File: config.mk
export PLATFORM = sky130hd
export DESIGN_NAME = parallel_port_handshake_unit
export DESIGN_NICKNAME = d
export VERILOG_FILES = /design/src/sv/pph_pkg.sv /design/src/sv/parallel_port_handshake_unit.sv
export SDC_FILE = /design/constraint.sdc
export NUM_CORES = 1
export LEC_CHECK = 0
export BUFFER_PORTS_ARGS = -buffer_cell sky130_fd_sc_hd__buf_2
export CAP_MARGIN = 15
export CORE_ASPECT_RATIO = 1.4
export CORE_MARGIN = 3
export CORE_UTILIZATION = 56
export DETAILED_ROUTE_END_ITERATION = 10
export PLACE_DENSITY = 0.79
export SYNTH_ARGS = -nofsm -noshare
export SYNTH_HDL_FRONTEND = slang
export SYNTH_SLANG_ARGS = --single-unit
File: constraint.sdc
create_clock -name clock -period 2.4 [get_ports clock]
set_input_delay 0.24 -clock clock [delete_from_list [all_inputs] [get_ports clock]]
set_output_delay 0.24 -clock clock [all_outputs]
set_load 0.02 [all_outputs]
File: src/sv/pph_pkg.sv
`timescale 1ns / 1ps

package pph_pkg;

   localparam int unsigned TimeoutWidth = 16;
   localparam int unsigned ByteWidth    = 8;
   localparam int unsigned KindWidth    = 2;

   localparam logic [TimeoutWidth-1:0] TimeoutReset = TimeoutWidth'(1000);

   typedef logic [KindWidth-1:0] kind_type;

   localparam kind_type KindSample = 2'd0;
   localparam kind_type KindRead   = 2'd1;
   localparam kind_type KindWrite  = 2'd2;

   typedef struct packed {
      kind_type               kind;
      logic [ByteWidth-1:0]   write_byte;
      logic                   ms_tick;
      logic                   busy_line;
      logic                   ack_line;
      logic [ByteWidth-1:0]   data_in;
   } item_type;

   typedef struct packed {
      logic                   strobe_out;
      logic                   autofeed_out;
      logic                   data_drive;
      logic [ByteWidth-1:0]   data_out;
      logic                   done_res;
      logic                   success;
      logic [ByteWidth-1:0]   read_result;
      logic                   in_progress;
   } result_type;

endpackage

File: src/sv/parallel_port_handshake_unit.sv
`timescale 1ns / 1ps

// Byte-wide parallel-port handshake engine. Each req transaction is one sample of the
// BUSY/ACK status lines, the data pins and a millisecond tick, optionally with a read or
// write command; each one yields exactly one rsp transaction giving the control line
// levels after that sample, plus done/success and the read byte at the end of a
// transfer. A new transaction is taken every cycle unless the rsp side stalls; each
// passes an input register, then a result register, and the rate is set by the
// handshake update between them. Commands arriving during a transfer are ignored.
// csr_timeout_ms may be written only while the engine is idle and all rsp transactions
// have been taken; a value of zero acts as one.
module parallel_port_handshake_unit (
   input  logic                          clock,
   input  logic                          reset,

   input  logic                          req_valid,
   output logic                          req_ready,
   input  pph_pkg::kind_type             req_kind,
   input  logic [pph_pkg::ByteWidth-1:0] req_write_byte,
   input  logic                          req_ms_tick,
   input  logic                          req_busy_line,
   input  logic                          req_ack_line,
   input  logic [pph_pkg::ByteWidth-1:0] req_data_in,

   output logic                          rsp_valid,
   input  logic                          rsp_ready,
   output logic                          rsp_strobe_out,
   output logic                          rsp_autofeed_out,
   output logic                          rsp_data_drive,
   output logic [pph_pkg::ByteWidth-1:0] rsp_data_out,
   output logic                          rsp_done_res,
   output logic                          rsp_success,
   output logic [pph_pkg::ByteWidth-1:0] rsp_read_result,
   output logic                          rsp_in_progress,

   input  logic                             csr_valid,
   output logic                             csr_ready,
   input  logic [pph_pkg::TimeoutWidth-1:0] csr_timeout_ms
);
   import pph_pkg::*;

   typedef enum logic [2:0] {
      PH_IDLE,
      PH_R_BUSY_HI,
      PH_R_BUSY_LO,
      PH_W_ACK_HI,
      PH_W_ACK_LO
   } phase_type;

   phase_type                 phase_ff, phase_in;
   logic [TimeoutWidth-1:0]   countdown_ff, countdown_in;
   logic                      strobe_ff, strobe_in;
   logic                      autofeed_ff, autofeed_in;
   logic                      drive_ff, drive_in;
   logic [ByteWidth-1:0]      out_byte_ff, out_byte_in;
   logic [ByteWidth-1:0]      pending_ff, pending_in;
   logic [TimeoutWidth-1:0]   timeout_ff;

   logic                      item_valid_ff;
   item_type                  item_ff;
   logic                      rsp_valid_ff;
   result_type                rsp_ff, rsp_in;

   logic                      advance;
   logic                      expired;
   logic [TimeoutWidth-1:0]   tick_count;
   logic                      done;
   logic                      ok;
   logic [ByteWidth-1:0]      rd_byte;

   assign advance   = item_valid_ff && (!rsp_valid_ff || rsp_ready);
   assign req_ready = !item_valid_ff || advance;
   assign csr_ready = 1'b1;

   // one millisecond step of a timed wait
   always_comb begin
      expired    = 1'b0;
      tick_count = countdown_ff;
      if (item_ff.ms_tick) begin
         if (countdown_ff <= TimeoutWidth'(1)) begin
            expired    = 1'b1;
            tick_count = '0;
         end else begin
            tick_count = countdown_ff - TimeoutWidth'(1);
         end
      end
   end

   always_comb begin
      phase_in     = phase_ff;
      countdown_in = countdown_ff;
      strobe_in    = strobe_ff;
      autofeed_in  = autofeed_ff;
      drive_in     = drive_ff;
      out_byte_in  = out_byte_ff;
      pending_in   = pending_ff;
      done         = 1'b0;
      ok           = 1'b0;
      rd_byte      = '0;
      unique case (phase_ff)
         PH_IDLE: begin
            if (item_ff.kind == KindRead) begin
               strobe_in    = 1'b0;
               autofeed_in  = 1'b0;
               countdown_in = timeout_ff;
               phase_in     = PH_R_BUSY_HI;
            end else if (item_ff.kind == KindWrite) begin
               strobe_in    = 1'b1;
               autofeed_in  = 1'b0;
               drive_in     = 1'b1;
               pending_in   = item_ff.write_byte;
               countdown_in = timeout_ff;
               phase_in     = PH_W_ACK_HI;
            end
         end
         PH_R_BUSY_HI: begin
            if (item_ff.busy_line) begin
               drive_in    = 1'b0;
               autofeed_in = 1'b1;
               phase_in    = PH_R_BUSY_LO;
            end else begin
               countdown_in = tick_count;
               if (expired) begin
                  done     = 1'b1;
                  phase_in = PH_IDLE;
               end
            end
         end
         PH_R_BUSY_LO: begin
            if (!item_ff.busy_line) begin
               rd_byte     = item_ff.data_in;
               autofeed_in = 1'b0;
               done        = 1'b1;
               ok          = 1'b1;
               phase_in    = PH_IDLE;
            end
         end
         PH_W_ACK_HI: begin
            if (item_ff.ack_line) begin
               out_byte_in  = pending_ff;
               strobe_in    = 1'b0;
               countdown_in = timeout_ff;
               phase_in     = PH_W_ACK_LO;
            end else begin
               countdown_in = tick_count;
               if (expired) begin
                  done     = 1'b1;
                  phase_in = PH_IDLE;
               end
            end
         end
         PH_W_ACK_LO: begin
            if (!item_ff.ack_line) begin
               done     = 1'b1;
               ok       = 1'b1;
               phase_in = PH_IDLE;
            end else begin
               countdown_in = tick_count;
               if (expired) begin
                  done     = 1'b1;
                  phase_in = PH_IDLE;
               end
            end
         end
         default: phase_in = PH_IDLE;
      endcase

      rsp_in.strobe_out   = strobe_in;
      rsp_in.autofeed_out = autofeed_in;
      rsp_in.data_drive   = drive_in;
      rsp_in.data_out     = out_byte_in;
      rsp_in.done_res     = done;
      rsp_in.success      = ok;
      rsp_in.read_result  = rd_byte;
      rsp_in.in_progress  = (phase_in != PH_IDLE);
   end

   always_ff @(posedge clock) begin
      if (reset) begin
         phase_ff      <= PH_IDLE;
         countdown_ff  <= '0;
         strobe_ff     <= 1'b0;
         autofeed_ff   <= 1'b0;
         drive_ff      <= 1'b0;
         out_byte_ff   <= '0;
         pending_ff    <= '0;
         timeout_ff    <= TimeoutReset;
         item_valid_ff <= 1'b0;
         rsp_valid_ff  <= 1'b0;
      end else begin
         if (csr_valid && csr_ready) begin
            timeout_ff <= csr_timeout_ms;
         end
         if (req_ready) begin
            item_valid_ff <= req_valid;
         end
         if (advance) begin
            phase_ff     <= phase_in;
            countdown_ff <= countdown_in;
            strobe_ff    <= strobe_in;
            autofeed_ff  <= autofeed_in;
            drive_ff     <= drive_in;
            out_byte_ff  <= out_byte_in;
            pending_ff   <= pending_in;
            rsp_valid_ff <= 1'b1;
         end else if (rsp_ready) begin
            rsp_valid_ff <= 1'b0;
         end
      end
   end

   // payload registers
   always_ff @(posedge clock) begin
      if (req_valid && req_ready) begin
         item_ff.kind       <= req_kind;
         item_ff.write_byte <= req_write_byte;
         item_ff.ms_tick    <= req_ms_tick;
         item_ff.busy_line  <= req_busy_line;
         item_ff.ack_line   <= req_ack_line;
         item_ff.data_in    <= req_data_in;
      end
      if (advance) begin
         rsp_ff <= rsp_in;
      end
   end

   assign rsp_valid        = rsp_valid_ff;
   assign rsp_strobe_out   = rsp_ff.strobe_out;
   assign rsp_autofeed_out = rsp_ff.autofeed_out;
   assign rsp_data_drive   = rsp_ff.data_drive;
   assign rsp_data_out     = rsp_ff.data_out;
   assign rsp_done_res     = rsp_ff.done_res;
   assign rsp_success      = rsp_ff.success;
   assign rsp_read_result  = rsp_ff.read_result;
   assign rsp_in_progress  = rsp_ff.in_progress;

`ifndef SYNTHESIS
   a_success_needs_done: assert property (@(posedge clock) disable iff (reset)
      rsp_valid_ff && rsp_ff.success |-> rsp_ff.done_res && !rsp_ff.in_progress)
      else $error("success reported without end of transfer");

   a_write_drives_port: assert property (@(posedge clock) disable iff (reset)
      (phase_ff == PH_W_ACK_HI || phase_ff == PH_W_ACK_LO) |-> drive_ff)
      else $error("data port released during a write");

   a_read_autofeed: assert property (@(posedge clock) disable iff (reset)
      (phase_ff == PH_R_BUSY_LO) |-> autofeed_ff && !drive_ff && !strobe_ff)
      else $error("control lines wrong while waiting for BUSY low");

   a_state_holds_when_stalled: assert property (@(posedge clock) disable iff (reset)
      !advance |=> $stable(phase_ff) && $stable(countdown_ff))
      else $error("handshake state moved without a transaction");
`endif

endmodule

Word level (Yosys, flattened, before mapping)

Index checks and enable logic that the tools add are counted.

Reductions and logical operators: 13
Add/sub/neg operators: 1
Eq/ne operators: 9
Bitwise logic cells: 2
Muxes and demuxes: 43
Magnitude comparators: 1

Operator list:

| kind                                                                              | number |
|---|---|
| 16-bit two-way mux                                                                | 7 |
| 16-bit case mux with 4 select lines                                               | 1 |
| 3-bit two-way mux                                                                 | 7 |
| 1-bit two-way mux                                                                 | 20 |
| 16-bit by 1-bit less-or-equal comparator with 1-bit output, second input constant | 1 |
| 8-bit two-way mux                                                                 | 2 |
| 16-bit by 1-bit subtractor with 16-bit output, second input constant              | 1 |
| 3-bit case mux with 5 select lines                                                | 1 |
| 3-bit by 2-bit == test with 1-bit output, second input constant                   | 2 |
| 1-bit case mux with 2 select lines                                                | 3 |
| 5-bit AND reduction                                                               | 1 |
| 2-bit inequality test, second input constant                                      | 2 |
| 1-bit case mux with 4 select lines                                                | 1 |
| 4-bit AND reduction                                                               | 1 |
| 4-bit nonzero test                                                                | 1 |
| 3-bit by 1-bit == test with 1-bit output, second input constant                   | 1 |
| 3-bit == test, second input constant                                              | 1 |
| 3-bit logical NOT                                                                 | 1 |
| 3-bit inequality test, second input constant                                      | 1 |
| 1-bit case mux with 3 select lines                                                | 1 |
| 3-bit nonzero test                                                                | 1 |
| 2-bit by 1-bit == test with 1-bit output, second input constant                   | 1 |
| 2-bit == test, second input constant                                              | 1 |
| 1-bit logical AND                                                                 | 2 |
| 5 further kinds                                                                   | 8 |

Flip-flop bits (word level): 99
Output and inout bits: 25
Bits of input ports: 42
Word-level logic and storage cells: 93

Longest topological paths before layout

Word-level depth: 7
Mapped depth: 9
Mapped depth without buffers: 7

Worst setup path before layout

No wires, ideal clock.

Path type: register to register
Start: register rsp_valid_ff, in the netlist rsp_valid
End: register rsp_ff, in the netlist rsp_autofeed_out (enable)
Stages on the path, launching flop included: 6
Data required time: 2005 ps
Arrival: 1743 ps
Buffers on the path: 2
Library setup time: 395 ps
Slack: 263 ps
Period minus slack after synthesis: 2137 ps
Cell sequence: dfxtp_1 -> nor2b_1 -> nand2b_1 -> clkbuf_1 -> clkinv_1 -> clkbuf_1

Cells in the longest elaborated chain, start to end: 3

Ends and longest elaborated chain:

| item                   | line                                | RTL |
|---|---|---|
| from (decl)            | parallel_port_handshake_unit.sv:61  | `logic rsp_valid_ff;` |
| from (signal assigned) | parallel_port_handshake_unit.sv:189 | `rsp_valid_ff <= 1'b0;` |
| from (signal assigned) | parallel_port_handshake_unit.sv:205 | `rsp_valid_ff <= 1'b1;` |
| from (signal assigned) | parallel_port_handshake_unit.sv:207 | `rsp_valid_ff <= 1'b0;` |
| 1-bit logical NOT      | parallel_port_handshake_unit.sv:71  | `assign advance = item_valid_ff && (!rsp_valid_ff \|\| rsp_ready);` |
| 1-bit logical OR       | parallel_port_handshake_unit.sv:71  |  |
| 1-bit logical AND      | parallel_port_handshake_unit.sv:71  |  |
| via advance            | parallel_port_handshake_unit.sv:64  | `logic advance;` |
| to (signal assigned)   | parallel_port_handshake_unit.sv:223 | `rsp_ff <= rsp_in;` |
| to (decl)              | parallel_port_handshake_unit.sv:62  | `result_type rsp_ff, rsp_in;` |

The timed path passes the listed nets, and every way through them passes these cells.
A chain may end at the register's enable or synchronous reset.

Worst setup path in the final report

Start: register countdown_ff[0]
End: register countdown_ff[5]

Cells in the longest elaborated chain, start to end: 5
Elaborated cells on any way between the ends: 8
Those cells by class: 1 x add/sub; 1 x order compare; 6 x mux

Ends and longest elaborated chain:

| item                                                                                                                        | line                                                                                                          | RTL |
|---|---|---|
| from (decl)                                                                                                                 | parallel_port_handshake_unit.sv:51                                                                            | `logic [TimeoutWidth-1:0] countdown_ff, countdown_in;` |
| from (signal assigned)                                                                                                      | parallel_port_handshake_unit.sv:199                                                                           | `countdown_ff <= countdown_in;` |
| 16-bit by 1-bit subtractor with 16-bit output or 16-bit by 1-bit less-or-equal comparator with 1-bit output (tied branches) | parallel_port_handshake_unit.sv:84, parallel_port_handshake_unit.sv:80                                        |  |
| 16-bit two-way mux (*)                                                                                                      | parallel_port_handshake_unit.sv:80                                                                            | `if (countdown_ff <= TimeoutWidth'(1)) begin` |
| 16-bit two-way mux (*)                                                                                                      | parallel_port_handshake_unit.sv:79                                                                            | `if (item_ff.ms_tick) begin` |
| 16-bit two-way mux (on tied branches)                                                                                       | parallel_port_handshake_unit.sv:153, parallel_port_handshake_unit.sv:117, parallel_port_handshake_unit.sv:139 |  |
| 16-bit case mux with 4 select lines (*)                                                                                     | parallel_port_handshake_unit.sv:100                                                                           | `unique case (phase_ff)` |

Every way passes the cells marked *; elsewhere a longest branch is shown, timed or not. The select of a mux whose other input is x is not followed.

==> flow_metrics.env <==
export IMPL_p_switching_mw=0.916
export IMPL_power_mw=3.32
export IMPL_die_x_um=80.0
export IMPL_hold_ws_ns=0.0426
export IMPL_critPathMaxFanout=12
export IMPL_syn_nets=458
export IMPL_arrival_ns=2.44
export IMPL_insertion_delay_ns=0.37
export IMPL_rsz0062_at_grt="false"
export IMPL_path_clk_slew_ns=0.09
export IMPL_drv_slew=0
export IMPL_synth_area_um2=4290
export IMPL_max_freq_mhz=461
export IMPL_worstPathRequired_ns=2.68
export IMPL_peakVddDrop_mv=0.381
export IMPL_p_int_mw=2.40
export IMPL_placed_cell_area_um2=4710
export IMPL_synth_compound_area_share_pct=14.0
export IMPL_synth_async_reset_ratio_pct=0
export IMPL_rr_startpoint="countdown_ff[0]$_SDFFE_PP0P_"
export IMPL_dieArea_um2=8770
export IMPL_clockRootBuffer="clkbuf_8"
export IMPL_wl_per_cell_um=16.2
export IMPL_io_buffer_count=65
export IMPL_cts_tree="yes"
export IMPL_fin_skew_ns=0.0103
export IMPL_gp_congestion=0.926
export IMPL_grt_pass1_wl_mm=15.3
export IMPL_outcome="complete, no violations"
export IMPL_period_needed_ns=2.17
export IMPL_drt_iter0_markers=223
export IMPL_p_leak_nw=1.87
export IMPL_area_delta_synth_final_pct=13.8
export IMPL_synth_top_cell_area_share_pct=30.1
export IMPL_seq_area_frac_synth_pct=56.2
export IMPL_first_pass_iters=4
export IMPL_antennaDiodeCount=0
export IMPL_timing_final_crit_share_pct=90.4
export IMPL_fin_util_pct=65.9
export IMPL_synth_seq_cells=99
export IMPL_netlist_instances=414
export IMPL_synth_edf_count=43
export IMPL_pwr_share_seq_pct=57.2
export IMPL_relSlewSlack_pct=32.5
export IMPL_synth_xor_area_share_pct=0.816
export IMPL_syn_avg_cell_area_um2=10.4
export IMPL_io_pins=67
export IMPL_hold_buffers=0
export IMPL_pwr_share_comb_pct=14.5
export IMPL_worst_setup_path_type="reg2reg"
export IMPL_cts_resized=0
export IMPL_pwr_share_clk_pct=28.4
export IMPL_tns_ns=0
export IMPL_start_util_pct=58.0
export IMPL_crit_path_start_kind="flip-flop"
export IMPL_grt_pass1_vias=3292
export IMPL_synth_top_family_by_area="simple AND/OR/NAND/NOR gates"
export IMPL_synth_mux_area_share_pct=5.83
export IMPL_swShare_pct=27.6
export IMPL_layout_drive_gt1_share_pct=23.2
export IMPL_yosysWarnings=0
export IMPL_dp_final_hpwl_mm=6.68
export IMPL_power_density_nw_per_um2=679
export IMPL_layout_commonest_cell="buf_2"
export IMPL_wl_mm=9.39
export IMPL_clockBufferDepth=2
export IMPL_r2r_end="countdown_ff[5]$_SDFFE_PP0P_"
export IMPL_synth_area_top_cells="edfxtp_1, dfxtp_1, a21oi_1"
export IMPL_synth_fa_ha_area_share_pct=0.583
export IMPL_reg2regPathDepth=7
export IMPL_r2r_slack_ns=0.23
export IMPL_synth_ff_type="dfxtp_1"
export IMPL_holdPathStages=1
export IMPL_post_cts_buffers=0
export IMPL_register_area_um2=2410
export IMPL_multi_input_area_um2=1720
export IMPL_postLayoutCellArea_um2=4880
export IMPL_cap_violations=0
export IMPL_die_h_um=110
export IMPL_layout_common_cells="buf_2, dfxtp_1, nand2_1"
export IMPL_globalRoute_totalOverflow=0
export IMPL_synthDistinctLibCells=57
export IMPL_synth_area_leader_cell="edfxtp_1"
export IMPL_crit_path_end_kind="flip-flop"
export IMPL_hp_start="req_kind[1]"
export IMPL_rows=37
export IMPL_grt_max_degree=29
export IMPL_worstHoldPathType="in2reg"
export IMPL_vias_per_cell=5.79
export IMPL_fillers=592
export IMPL_synth_simple_area_share_pct=18.8
export IMPL_grt_antenna_before_repair=0
export IMPL_core_um2=7410
export IMPL_via_count=3355
export IMPL_setup_violations=0
export IMPL_tightest_slew_ns=1.01
export IMPL_antenna_left=0
export IMPL_worstSetupStartpoint="countdown_ff[0]$_SDFFE_PP0P_"
export IMPL_cts_sinks=99
export IMPL_drc=0
export IMPL_grt_usage_pct=22.9
export IMPL_final_net_count=521
export IMPL_cts_max_level=3
export IMPL_hold_violations=0
export IMPL_numCtsBuffers=9
export IMPL_min_to="item_ff[20]$_DFFE_PP_"
[power groups by stage]
stage / Sequential, mW / Clock [mW] / Combinational (mW)
3_3_place_gp: 1.93 / 0 / 0.464
6_report: 1.90 / 0.942 / 0.480
2_1_floorplan: 1.94 / 0 / 0.320
3_5_place_dp: 1.93 / 0 / 0.476
5_1_grt: 1.91 / 1.02 / 0.531
4_1_cts: 1.90 / 0.964 / 0.478
[critical path, cell delays in order (launching register included)]
cell and delay [ns]:
dfxtp_1 0.42, inv_1 0.08, ha_1 0.26, nor2_1 0.09
and4bb_2 0.31, a21oi_2 0.52, a21oi_1 0.13, o32ai_1 0.26
[cells in the mapped netlist (5+ instances only)]
cell / n
dfxtp_1: 56
nand2_1: 48
edfxtp_1: 43
a21oi_1: 37
nor2_1: 37
clkbuf_1: 18
mux2i_1: 16
o21ai_0: 13
and2_1: 12
inv_1: 12
nand3_1: 11
nor3_1: 10
o32ai_1: 10
mux2_2: 8
a22oi_1: 6
nand2b_1: 6
a221oi_1: 5
nor3b_1: 5
[flip-flops by register name, summed over array words and instances (netlist names), 3 cells and up]
signal / count
countdown_ff: 16
item_ff: 21
pending_ff: 8
timeout_ff: 16
rsp_read_result: 8
phase_ff: 3
out_byte_ff: 8
rsp_data_out: 8
[kinds of logic (layout without fill, tap and decap cells)]
family	after synthesis	after routing
xor+xnor	4	4
mux	24	24
buf+inv	37	105
flops	99	99
simple gates	155	155
fa+ha+maj	2	2
other cells	1	1
compound gates	92	92
[how the worst max path moves through the flow]
stage,end,slack [ns],cells past startpoint
5_1_grt,countdown_ff[2]$_SDFFE_PP0P_,0.09,7
3_3_place_gp,countdown_ff[10]$_SDFFE_PP0P_,0.34,5
6_report,countdown_ff[5]$_SDFFE_PP0P_,0.23,7
2_1_floorplan,rsp_autofeed_out$_DFFE_PP_,0.26,5
3_5_place_dp,countdown_ff[10]$_SDFFE_PP0P_,0.33,5
4_1_cts,countdown_ff[1]$_SDFFE_PP0P_,0.29,5
[cell type report]
class                      count  area share (%)
sequential                    99            49.4
multi-input combinational    278            35.3
timing repair buffer          76            8.35
clock buffer                  10            2.61
tap                           97            2.48
inverter                      13           0.999
clock inverter                 6           0.871
[routing by layer]
layer  vias to the layer above  GRT usage (%)  wire length [µm]  part of all wire, %
met4                         0           12.6               391                  4.2
met3                        33           6.07               402                  4.3
met2                       100           39.9              4990                   53
met5                         -              0                 0                    0
li1                       1637              -                 -                    -
met1                      1585           24.9              3600                   38
[metrics by stage]
step | setup WS, ns | std cells
2_1_floorplan | 0.263 | 414
4_1_cts | 0.286 | 579
3_5_place_dp | 0.331 | 563
5_1_grt | 0.0857 | 579
6_report | 0.231 | 579
3_3_place_gp | 0.342 | 563
Power figures use the tool's default switching activity.
